<file path="src/rtl/i4dq_pkg.sv">
`timescale 1ns / 1ps
package i4dq_pkg;
  localparam int COLUMNS_DEF = 1024;
  localparam int NIBBLES = 16;
  localparam int SLOT_W = 10;

  typedef enum logic [1:0] {
    CMD_ZERO  = 2'd0,
    CMD_SCALE = 2'd1,
    CMD_WEIGHT = 2'd2,
    CMD_NONE  = 2'd3
  } cmd_t;

  // A scale load carries its half value in the low bits of wword.
  typedef struct packed {
    logic              scale_ld;
    logic [SLOT_W-1:0] slot;
    logic [63:0]       zword;
    logic [63:0]       wword;
  } job_t;

  // Float32 to half, round to nearest even.
  function automatic logic [15:0] f32_to_half(input logic [31:0] b);
    logic        s;
    logic [7:0]  e;
    logic [22:0] f;
    logic [23:0] m;
    logic [47:0] sh;
    logic [10:0] q;
    logic        g, st;
    logic [11:0] qr;
    int          he;
    int          amt;
    logic [15:0] r;
    s = b[31];
    e = b[30:23];
    f = b[22:0];
    r = 16'd0;
    if (e == 8'hFF) begin
      if (f == 23'd0) r = {s, 15'h7C00};
      else r = {s, 15'h7E00} | {6'd0, f[22:13]};
    end else if (e == 8'd0) begin
      r = {s, 15'd0};
    end else begin
      m = {1'b1, f};
      he = int'(e) - 112;
      if (he >= 31) begin
        r = {s, 15'h7C00};
      end else begin
        if (he >= 1) amt = 13;
        else amt = 14 - he;
        if (amt > 30) begin
          r = {s, 15'd0};
        end else begin
          sh = {m, 24'd0} >> amt;
          q = sh[34:24];
          g = sh[23];
          st = |sh[22:0];
          qr = {1'b0, q} + {11'd0, g & (st | q[0])};
          if (he >= 1) begin
            if (qr[11]) begin
              if (he + 1 >= 31) r = {s, 15'h7C00};
              else r = {s, 5'(he + 1), 10'd0};
            end else if (he >= 31) begin
              r = {s, 15'h7C00};
            end else begin
              r = {s, 5'(he), qr[9:0]};
            end
          end else begin
            r = {s, qr[10] ? 5'd1 : 5'd0, qr[9:0]};
          end
        end
      end
    end
    return r;
  endfunction

  // Exact widening of half to float32; the leading-one search is ten bits.
  function automatic logic [31:0] half_to_f32(input logic [15:0] h);
    logic [4:0] e;
    logic [9:0] f;
    logic [7:0] ee;
    logic [10:0] ff;
    logic [31:0] r;
    logic        found;
    e = h[14:10];
    f = h[9:0];
    ee = 8'd0;
    ff = 11'd0;
    found = 1'b0;
    if (e == 5'h1F) r = {h[15], 8'hFF, f, 13'd0};
    else if (e != 5'd0) r = {h[15], 8'(e) + 8'd112, f, 13'd0};
    else if (f == 10'd0) r = {h[15], 31'd0};
    else begin
      for (int i = 9; i >= 0; i--) begin
        if (!found && f[i]) begin
          found = 1'b1;
          ee = 8'(103 + i);
          ff = 11'({1'b0, f} << (10 - i));
        end
      end
      r = {h[15], ee, ff[9:0], 13'd0};
    end
    return r;
  endfunction
endpackage

</file>
<file path="src/rtl/i4dq_queue.sv">
`timescale 1ns / 1ps
module i4dq_queue
  import i4dq_pkg::*;
(
  input  logic clk,
  input  logic rst,
  input  logic wr_valid,
  output logic wr_ready,
  input  job_t wr_job,
  output logic rd_valid,
  input  logic rd_ready,
  output job_t rd_job
);
  job_t       ent [2];
  logic [1:0] cnt;
  logic       wp, rp;
  logic       wr, rd;

  assign wr_ready = cnt != 2'd2;
  assign rd_valid = cnt != 2'd0;
  assign rd_job = ent[rp];
  assign wr = wr_valid && wr_ready;
  assign rd = rd_valid && rd_ready;

  always_ff @(posedge clk) begin
    if (wr) ent[wp] <= wr_job;
  end

  always_ff @(posedge clk) begin
    if (rst) begin
      cnt <= 2'd0;
      wp <= 1'b0;
      rp <= 1'b0;
    end else begin
      if (wr) wp <= !wp;
      if (rd) rp <= !rp;
      cnt <= cnt + 2'(wr) - 2'(rd);
    end
  end
endmodule

</file>
<file path="config.mk">
export PLATFORM = sky130hd
export DESIGN_NAME = i4dq_queue
export DESIGN_NICKNAME = d
export VERILOG_FILES = /design/src/rtl/i4dq_pkg.sv /design/src/rtl/i4dq_queue.sv
export SDC_FILE = /design/constraint.sdc
export NUM_CORES = 1
export LEC_CHECK = 0
export ABC_CLOCK_PERIOD_IN_PS = 6100
export BUFFER_PORTS_ARGS = -buffer_cell sky130_fd_sc_hd__buf_2
export CAP_MARGIN = 0
export CORE_UTILIZATION = 52
export CTS_CLUSTER_SIZE = 25
export DETAILED_ROUTE_END_ITERATION = 7
export GPL_TIMING_DRIVEN = 0
export HOLD_SLACK_MARGIN = 0.06
export PLACE_DENSITY_LB_ADDON = 0.08
export SLEW_MARGIN = 40
export SYNTH_ARGS = -nofsm -noshare
export SYNTH_HDL_FRONTEND = slang
export SYNTH_SLANG_ARGS = --single-unit
</file>
<file path="constraint.sdc">
create_clock -name clk -period 6.1 [get_ports clk]
set_input_delay 1.22 -clock clk [delete_from_list [all_inputs] [get_ports clk]]
set_output_delay 1.22 -clock clk [all_outputs]
set_load 0.01 [all_outputs]
</file>
# --- Word level (Yosys, flattened, before mapping) ---
# Memories as Yosys holds them, arrays and structs flattened. A register that Yosys moved wholly into a read port is not among the register bits.
# Cells that the tools add are included.
totals:
  register_bits: 4
  out_inout_bits: 141
  ram_bits: 278
  n_memories: 1
  in_bits: 143
  word_cells: 16
mem_list:
  columns: ["memory", "depth", "word_bits", "read_ports", "rd_ports_with_merged_regs", "wr", "line", "source"]
  rows:
  - ["ent", 2, 139, 1, 1, 1, "i4dq_queue.sv:14", "job_t ent [2];"]
op_classes:
  n_addsub: 2
  reduce_logical: 5
  muxes: 4
  eq_ne: 1
ops:
  columns: ["operator", "n"]
  rows:
  - ["1-bit 2-to-1 mux", 4]
  - ["2-bit by 1-bit adder with 2-bit output", 1]
  - ["1-bit logical AND", 2]
  - ["1-bit logical NOT", 2]
  - ["2-bit != test, second input constant", 1]
  - ["2-bit nonzero test", 1]
  - ["2-bit by 1-bit subtractor with 2-bit output", 1]

# --- Depth between registers and ports, before layout ---
logic_depth:
  depth_word: 4
  ltp_mapped: 6
  mapped_depth_nobuf: 6

# --- Least setup slack after synthesis ---
# Ideal clock, no wire load.
synth_timing:
  path_type: "input port to flip-flop"
  start: "input wr_valid"
  end: "memory ent[1][0] (netlist name) (enable)"
  arrival_ps: 4465
  setup_slack_ps: 1120
  cell_stages: 1
  path_buffers: 0
  setup_ps: 516
  required_time_ps: 5584
  cell_sequence: "and3_1"
synth_via:
  elab_chain_len: 3
synth_lines:
  columns: ["element", "line", "source"]
  rows:
  - ["from (decl)", "i4dq_queue.sv:7", "input logic wr_valid,"]
  - ["1-bit logical AND", "i4dq_queue.sv:22", "assign wr = wr_valid && wr_ready;"]
  - ["1-bit 2-to-1 mux", "i4dq_queue.sv:26", "if (wr) ent[wp] <= wr_job;"]
  - ["1-bit 2-to-1 mux (implied by the code)", "i4dq_queue.sv:26", null]
  - ["to (decl)", "i4dq_queue.sv:14", null]
# Every way passes these cells.

==> summary.txt <==
Final #Nets: 923
Commonest non-fill, non-tap cell in the layout: buf_2
Top_reg_cell synth: edfxtp_1
Number of enable flip-flop cells after synthesis: 278
Port Buf Inserts: 283
DRT Pass-1 Iters: 6
Routed WL: 19200 µm
R2r startpoint: cnt[0]
Top fanout value on the critical path: 10
Reg clk slew, reported paths: 60 ps
Leak: 4.92 nW
Routed Antenna Nets: 0
H-tree depth: 1
Die width: 143 µm
Async SR Flop Fraction: 0%
Number of setup buffers added after CTS: 0
Period utilization: 51.0%
Cts bufs inserted: 28
Layout cell share with drive strength beyond 1: 60.6%
Type of origin of the critical path: flip-flop
Vias/cell: 4.98
Cell Area, Placed: 12200 µm²
Fin. max-slew vios: 0
Synth Warn #: 0
Num rows: 51
Vias in the first global route: 5671
Final Instance Area: 13100 µm²
Initial Utilization: 53.0%
Worst reg-to-reg path cell count: 4
Die ar.: 20400 µm²
RSZ-0062 raised after global routing: false
Initial antenna violation count: 2
Gr ovfl total: 0
# DRC: 0
Relative slew margins: 64.8%
CTS tree: built
Post-Syn Area: 10300 µm²
CP arrival: 1890 ps
Maximum vdd drop: 0.243 mV
Routed wire per std cell: 18.0 µm
Register area share after synthesis: 81.9%
Max Clock Freq: 322 MHz
Die Y: 143 µm
CTS Sinks: 283
Syn Area/Cell: 22.4 µm²
Dpl hpwl: 13100 µm
Status: complete, no violations
# hold bufs at CTS: 0
Hold Vio Cnt, Final: 0
Measured slew at the worst slew-check pin: 529 ps
Clock Path Buffers: 3
Core footprint: 19500 µm²
Post-layout util: 67.4%
First-pass GRT wire length: 28600 µm
Hold Path Class: flip-flop to flip-flop
Post-route minimum period: 3110 ps
Syn-to-layout area delta: 27.1%
Post-Synthesis Cells: 461
1st-iter DRT viols: 244
CTS root buf: clkbuf_16
Synth Register Bits: 283
Largest net degree at the start of global routing: 71
Worst Clk Skew: 18.4 ps
Most frequent cells in the layout: 285 x buf_2, 278 x edfxtp_1, 139 x mux2_2
Final number of setup-violating endpoints: 0
CTS-repair resized insts: 0
Critical Path Sink: rd_job[91]
Aggregate global-route resource usage: 18.5%
Count of cell types in the netlist: 25
Routed vias: 5318
Max Cap Viol: 0
R2R Setup Slk: 3980 ps
IO Pins: 284
GPL Wtd Cong: 0.727
Worst Path Required: 4880 ps
Pwr dens: 391 nW/µm²
Clock Latency Late Sink: 530 ps
Syn Nets: 605
CP Class: flip-flop to output pin
Worst setup EP type: output pin
Fin Hold WS: 503 ps
Reg2reg end: ent[0][30]
## synth_stat cells (2+ instances only)
master	n	area share, %
edfxtp_1	278	81
mux2_2	139	15
buf_6	10	1.1
dfxtp_1	5	0.97
nor2_1	4	0.15
buf_4	3	0.22
and3_1	2	0.12
buf_2	2	0.097
o21ai_0	2	0.097
## power breakdown
group	leakage (nW)	switching, mW	internal, mW
clock	0.452	0.664	1.03
combinational	1.82	0.533	0.497
sequential	2.64	0.0450	2.36
## final cells by class
cell class	instances	area, µm²
inverters	1	11.3
plain buffers	15	145
flip-flops and latches	283	8450
fillers	1327	6350
clock inverters	17	179
well taps	265	332
diodes	3	7.51
multi-input cells	162	1720
repair buffers	288	1520
clock buffers	34	744
## worst min path at each step
stage	from	to	cells past startpoint
3_5_place_dp	rp	rp	2
3_3_place_gp	rp	rp	2
6_report	rp	flip-flop	2
5_1_grt	rp	rp	2
2_1_floorplan	rp	flip-flop	2
4_1_cts	rp	rp	2
## critical path, stage by stage (launching register included)
cell and delay [ps]:
dfxtp_1 380, buf_4 300, buf_6 200, mux2_2 350, buf_2 140
## registers in the layout (all words and copies together), names as in the netlist, named ones only
register and flops:
cnt 2, ent 278, rp 1, wp 1
## routing by layer
metal / global-route usage, % / vias up / wire [µm]
met4: 7.75 / 0 / 648
met2: 32.2 / 197 / 9770
met5: 0 / - / 0
li1: - / 2491 / -
met3: 6.07 / 47 / 1700
met1: 20.8 / 2583 / 7080
## cells by family after synthesis
kind of cell / share of synthesized area (%)
AND/OR/NAND/NOR: 0.849
flip-flops: 81.9
buffers and inverters: 1.44
AO/OA/AOI/OAI: 0.425
XOR/XNOR: 0.0849
adder cells (fa/ha/maj): 0.121
multiplexers: 15.2
## stage by stage
stage,cells,setup TNS [ps],power [mW],setup slack [ps]
finish,1068,0,5.13,2990
global placement,1009,-73690,3.48,-540
CTS,1065,0,5.19,2920
detailed placement,1014,0,3.49,3230
global route,1067,0,5.35,2870
floorplan,461,0,3.09,1120
(Power assumes the default switching activity.)
